`config.mk`:
```
export PLATFORM = sky130hd
export DESIGN_NAME = bcmf2d_ctrl
export DESIGN_NICKNAME = d
export VERILOG_FILES = /design/src/design/bcmf2d_pkg.sv /design/src/design/bcmf2d_ctrl.sv
export SDC_FILE = /design/constraint.sdc
export NUM_CORES = 1
export LEC_CHECK = 0
export BUFFER_PORTS_ARGS = -buffer_cell sky130_fd_sc_hd__buf_2
export CORE_AREA = 2 2 39 41
export DETAILED_ROUTE_END_ITERATION = 10
export DIE_AREA = 0 0 41 43
export GPL_TIMING_DRIVEN = 0
export PLACE_DENSITY_LB_ADDON = 0.3
export SLEW_MARGIN = 15
export SYNTH_ARGS = -nofsm -noshare
export SYNTH_HDL_FRONTEND = slang
export SYNTH_SLANG_ARGS = --single-unit
```
`constraint.sdc`:
```
create_clock -name clk -period 1.5 [get_ports clk]
set_clock_uncertainty 0.05 [all_clocks]
set_input_delay 0.075 -clock clk [delete_from_list [all_inputs] [get_ports clk]]
set_output_delay 0.075 -clock clk [all_outputs]
set_load 0.01 [all_outputs]
```
`src/design/bcmf2d_pkg.sv`:
```
// Shared constants and controller/datapath interface types for the median filter.
package bcmf2d_pkg;

	localparam int PIX_W      = 8;
	localparam int MAX_WIDTH  = 1024;
	localparam int MAX_HEIGHT = 1024;
	localparam int MAX_RADIUS = 3;
	localparam int COL_W      = $clog2(MAX_WIDTH);
	localparam int ROW_W      = $clog2(MAX_HEIGHT);
	localparam int DIM_W      = 11;
	localparam int RAD_W      = 2;
	localparam int LINE_ROWS  = 2 * MAX_RADIUS + 2;
	localparam int LROW_W     = $clog2(LINE_ROWS);
	localparam int LS_DEPTH   = LINE_ROWS * MAX_WIDTH;
	localparam int LS_ADDR_W  = LROW_W + COL_W;
	localparam int WIN_SIDE   = 2 * MAX_RADIUS + 1;
	localparam int WIN_N      = WIN_SIDE * WIN_SIDE;
	localparam int CNT_W      = $clog2(WIN_N + 1);
	localparam int CFG_IDX_W  = 2;

	// Register indexes on the config port
	localparam logic [CFG_IDX_W-1:0] REG_WIDTH  = 2'd0;
	localparam logic [CFG_IDX_W-1:0] REG_HEIGHT = 2'd1;
	localparam logic [CFG_IDX_W-1:0] REG_RADIUS = 2'd2;

	// Controller -> datapath commands
	typedef struct packed {
		logic load_win;  // latch window bounds, clear sorter
		logic issue;     // issue one line store read
		logic shift;     // drop the smallest sorted sample
		logic emit;      // load output register, advance output position
	} cmd_t;

	// Datapath -> controller status
	typedef struct packed {
		logic out_ready;   // all samples for the next output are stored
		logic issue_last;  // current read is the last of the window
		logic shift_done;  // median sits at the head of the sorter
		logic out_free;    // output register is empty
	} sts_t;

endpackage

```
`src/design/bcmf2d_ctrl.sv`:
```
// Controller: sequences store, window gather, median selection and output.
module bcmf2d_ctrl (
	input  logic              clk,
	input  logic              arst_n,
	input  logic              in_fire,
	output logic              in_ready,
	input  bcmf2d_pkg::sts_t  sts,
	output bcmf2d_pkg::cmd_t  cmd
);
	import bcmf2d_pkg::*;

	typedef enum logic [2:0] {
		S_IDLE,
		S_CHECK,
		S_GATHER,
		S_DRAIN,
		S_SHIFT,
		S_EMIT
	} state_t;

	state_t state_q;

	// State register
	always_ff @(posedge clk or negedge arst_n) begin
		if (!arst_n) begin
			state_q <= S_IDLE;
		end else begin
			case (state_q)
				S_IDLE:   if (in_fire) state_q <= S_CHECK;
				S_CHECK:  state_q <= sts.out_ready ? S_GATHER : S_IDLE;
				S_GATHER: if (sts.issue_last) state_q <= S_DRAIN;
				S_DRAIN:  state_q <= S_SHIFT;
				S_SHIFT:  if (sts.shift_done) state_q <= S_EMIT;
				S_EMIT:   if (sts.out_free) state_q <= S_IDLE;
				default:  state_q <= S_IDLE;
			endcase
		end
	end

	// Commands
	always_comb begin
		cmd          = '0;
		cmd.load_win = (state_q == S_CHECK) && sts.out_ready;
		cmd.issue    = (state_q == S_GATHER);
		cmd.shift    = (state_q == S_SHIFT) && !sts.shift_done;
		cmd.emit     = (state_q == S_EMIT) && sts.out_free;
	end

	assign in_ready = (state_q == S_IDLE);

endmodule

```
Word-level counts from Yosys, hierarchy flattened --
Cells that the tools add are included.
Word-level totals: flip-flop bits (word level) 3, bits in latches 0, bits in writable memories 0, memory bits (read-only) 0, output and inout bits 5, word-level logic and storage cells 22, memories 0
Cells by class: add/subtract/negate cells 0, multiply operators 0, divide/modulo/power cells 0, magnitude comparators 0, equal/unequal tests 9, shift operators 0, muxes and demuxes 6, bitwise operators 0, reductions and logical operators 6
Operator list (number):
- 3-bit case mux with 6 select lines | 1
- 3-bit 2-to-1 mux | 4
- 2-bit inequality test (second input constant) | 4
- 3-bit by 2-bit == test with 1-bit output (second input constant) | 2
- 3-bit == test (second input constant) | 2
- 4-bit AND reduction | 1
- 3-bit by 1-bit == test with 1-bit output (second input constant) | 1
- 1-bit logical AND | 3
- 3-bit logical NOT | 1
- 2-bit 2-to-1 mux | 1
- 1-bit logical NOT | 1

Depth between registers and ports, before layout --
depth after elaboration 3, depth in mapped cells 4

Least setup slack after synthesis --
No wires, ideal clock.
path type reg-to-reg, start register state_q[1], end register state_q[1], setup time 65 ps, arrival 953 ps, data required time 1385 ps, slack 432 ps, stages on the path, launching flop included 4, path buffers 1, period minus slack after synthesis 1068 ps, cell sequence dfrtp_1 > buf_6 > nor4bb_4 > or2_1
On the way: cells in the longest elaborated chain, start to end 3, elaborated cells between the ends (all ways) 12, classes of those cells eq/ne (9); mux (1); reduce/logical (2)
RTL lines:
- start: declaration | line bcmf2d_ctrl.sv:21 | state_t state_q;
- start signal: assignment | line bcmf2d_ctrl.sv:30 | S_CHECK: state_q <= sts.out_ready ? S_GATHER : S_IDLE;
- 3-bit by 2-bit == test with 1-bit output, or another cell as far along | line bcmf2d_ctrl.sv:28 | case (state_q)
- 2-bit inequality test (no line)
- 4-bit AND reduction (no line)
Several ways; a longest one is shown, not always the timed one. A chain may end at the register's enable or synchronous reset.

==> results.toml <==
[die]
dieArea_um2 = 1760
fp.dieH_um = 43
num_rows = 14
initial_utilization = 0.171
core-area_um2 = 1380
chipWidth_um = 41
io_pins = 12

[clock_tree]
postCtsSetupRepairBufs = 0
numCtsBuffers = 3
clkSinkCount = 3
htree_levels = 1
ctsResizeCount = 0
clk_pin_slew_ps = 40
root_buffer = "clkbuf_4"
postCtsHoldBufs = 1
cts_buffer_depth = 2
cts_tree = "yes"
clk_latency_ps = 230

[timing]
slew_headroom = 0.863
timing.setup.tns_ps = 0
worstMarginPinSlew_ps = 204
hold_viol = 0
fin_hold_ws_ps = 61.8
grt_setup_unrepaired = "no"
max_clock_freq_mhz = 770
setup_viol_count_final = 0
period_needed_ps = 1300
slew_violations = 0
period_share = 0.866

[global_route]
grt_pass1_wl_um = 828
antenna_found_initial = 0
overflow = 0
first_global_vias = 222
grt_max_degree = 11
grt_util_all_layers = 0.0735

[final_layout]
largest-register = "state_q"
seqCellArea_um2 = 75.1
reg_top3 = "state_q: 3 flops"
num_antenna_cells = 0
fin_nets = 45
final_layout_size_suffix_gt1_frac = 0.514
fillers = 156
area_growth_pct = 47.1
multi_input_area_um2 = 124
largest_register_ffs = 3

[drt]
drtIter0Drc = 2
via_count = 211
drt-vias-per-instance = 3.98
drc = 0
ant_nets = 0
wl_per_cell_um = 8.89
wirelength_um = 471
dr.pass1.iters = 4

[placement]
portBuffers = 11
place_congestion = 0.674

[synth]
synth_top_family_by_area = "simple AND/OR/NAND/NOR gates"
synth_compound_area_frac = 0.116
yosys-top-cells-count = "buf_6 (3), dfrtp_1 (3), nor3_1 (2)"
yosys-top-cells-area = "dfrtp_1 (32%), buf_6 (14%), nor4bb_4 (11%)"
seq_area_frac_synth = 0.317
synth_mux_area_frac = 0.0423
synthXorXnorAreaFrac = 0
yosys.area_share.adder = 0
synth_area_um2 = 236
yosys_warnings = 0
syn_nets = 28
yosys.area.top_type = "dfrtp_1"
synthCells = 21
synth_top_area_share = 0.317
synth-simple-area-share = 0.365
synth-edff-count = 0
syn_avg_cell_area_um2 = 11.3
synthArstFlopShare = 1.00
ys_ff_latch = 3
synth_cell_types = 16
synth_ff_type = "dfrtp_1"

[critical_path]
cp-start-kind = "flop"
crit_path_end_kind = "output port"
crit_start = "state_q[1]"
cp_max_fo = 9
crit_required_ps = 1370
r2r-start = "state_q[0]"
setup.worst_path.class = "flop to output port"
worstPathArrival_ps = 1170

[pwr]
peakVddDrop_v = 0.000453
leakagePower_nw = 0.172
power_density_nw_per_um2 = 1660

[min_path]
hp-class = "primary input to flop"
hp-start = "sts[1]"

[run]
cap_violations = 0

[status]
status = "completed"
==> power breakdown <==
part	internal [mW]	total [mW]	switching [mW]
logic	0.165	0.315	0.150
registers	0.111	0.123	0.0118
clock network	0.0995	0.138	0.0388
total	0.376	0.576	0.201
==> metal layers <==
| layer | vias up | global-route usage | part of all wire |
|---|---|---|---|
| met5 | - | 0 | 0 |
| met4 | 0 | 0.0800 | 0 |
| met3 | 0 | 0.0157 | 0.019 |
| met2 | 3 | 0.106 | 0.56 |
| met1 | 97 | 0.0779 | 0.41 |
| li1 | 111 | - | - |
==> critical path: stages, from the launching register on <==
cell and delay, ps:
dfrtp_1 360, buf_6 140, nor4bb_4 280, buf_2 170
==> per-stage QoR <==
stage | instance area [um^2] | power, mW | utilization | worst slack [ps] | std cells
after global placement | 312 | 0.442 | 0.225 | 407 | 48
after floorplan | 236 | 0.366 | - | 432 | 21
after CTS | 348 | 0.592 | 0.251 | 179 | 53
after detailed placement | 312 | 0.443 | 0.225 | 399 | 48
final | 348 | 0.576 | 0.251 | 201 | 53
after global routing | 348 | 0.627 | 0.251 | 125 | 53
==> logic make-up after synthesis <==
kind of cell           count (synthesis)
AO/OA/AOI/OAI                          4
buffers and inverters                  4
flip-flops                             3
multiplexers                           1
AND/OR/NAND/NOR                        9
==> cell usage in the layout (no fill, tap or decap), types with 2 or more instances in the layout <==
cell type,Yosys,layout
buf_2,0,11
nor3_1,2,2
buf_6,3,3
clkbuf_4,0,3
dfrtp_1,3,3
==> path summary, 6_finish.rpt <==
kind	slack (ps)	cells past startpoint	to
hold reg to reg	540	2	state_q[0]
setup reg to reg	400	4	state_q[0]
hold / removal	60	3	state_q[0]
setup / recovery	200	3	cmd[3]
min in group asynchronous	120	2	state_q[0]
max in group asynchronous	1170	2	state_q[1]
==> layout make-up <==
class,count,area share
plain buffers,3,0.0971
clock buffers,4,0.0755
flip-flops and latches,3,0.216
inverters,1,0.0108
well taps,16,0.0576
repair buffers,12,0.187
multi-input cells,14,0.356
No activity file was read; power rests on OpenSTA's default activity.
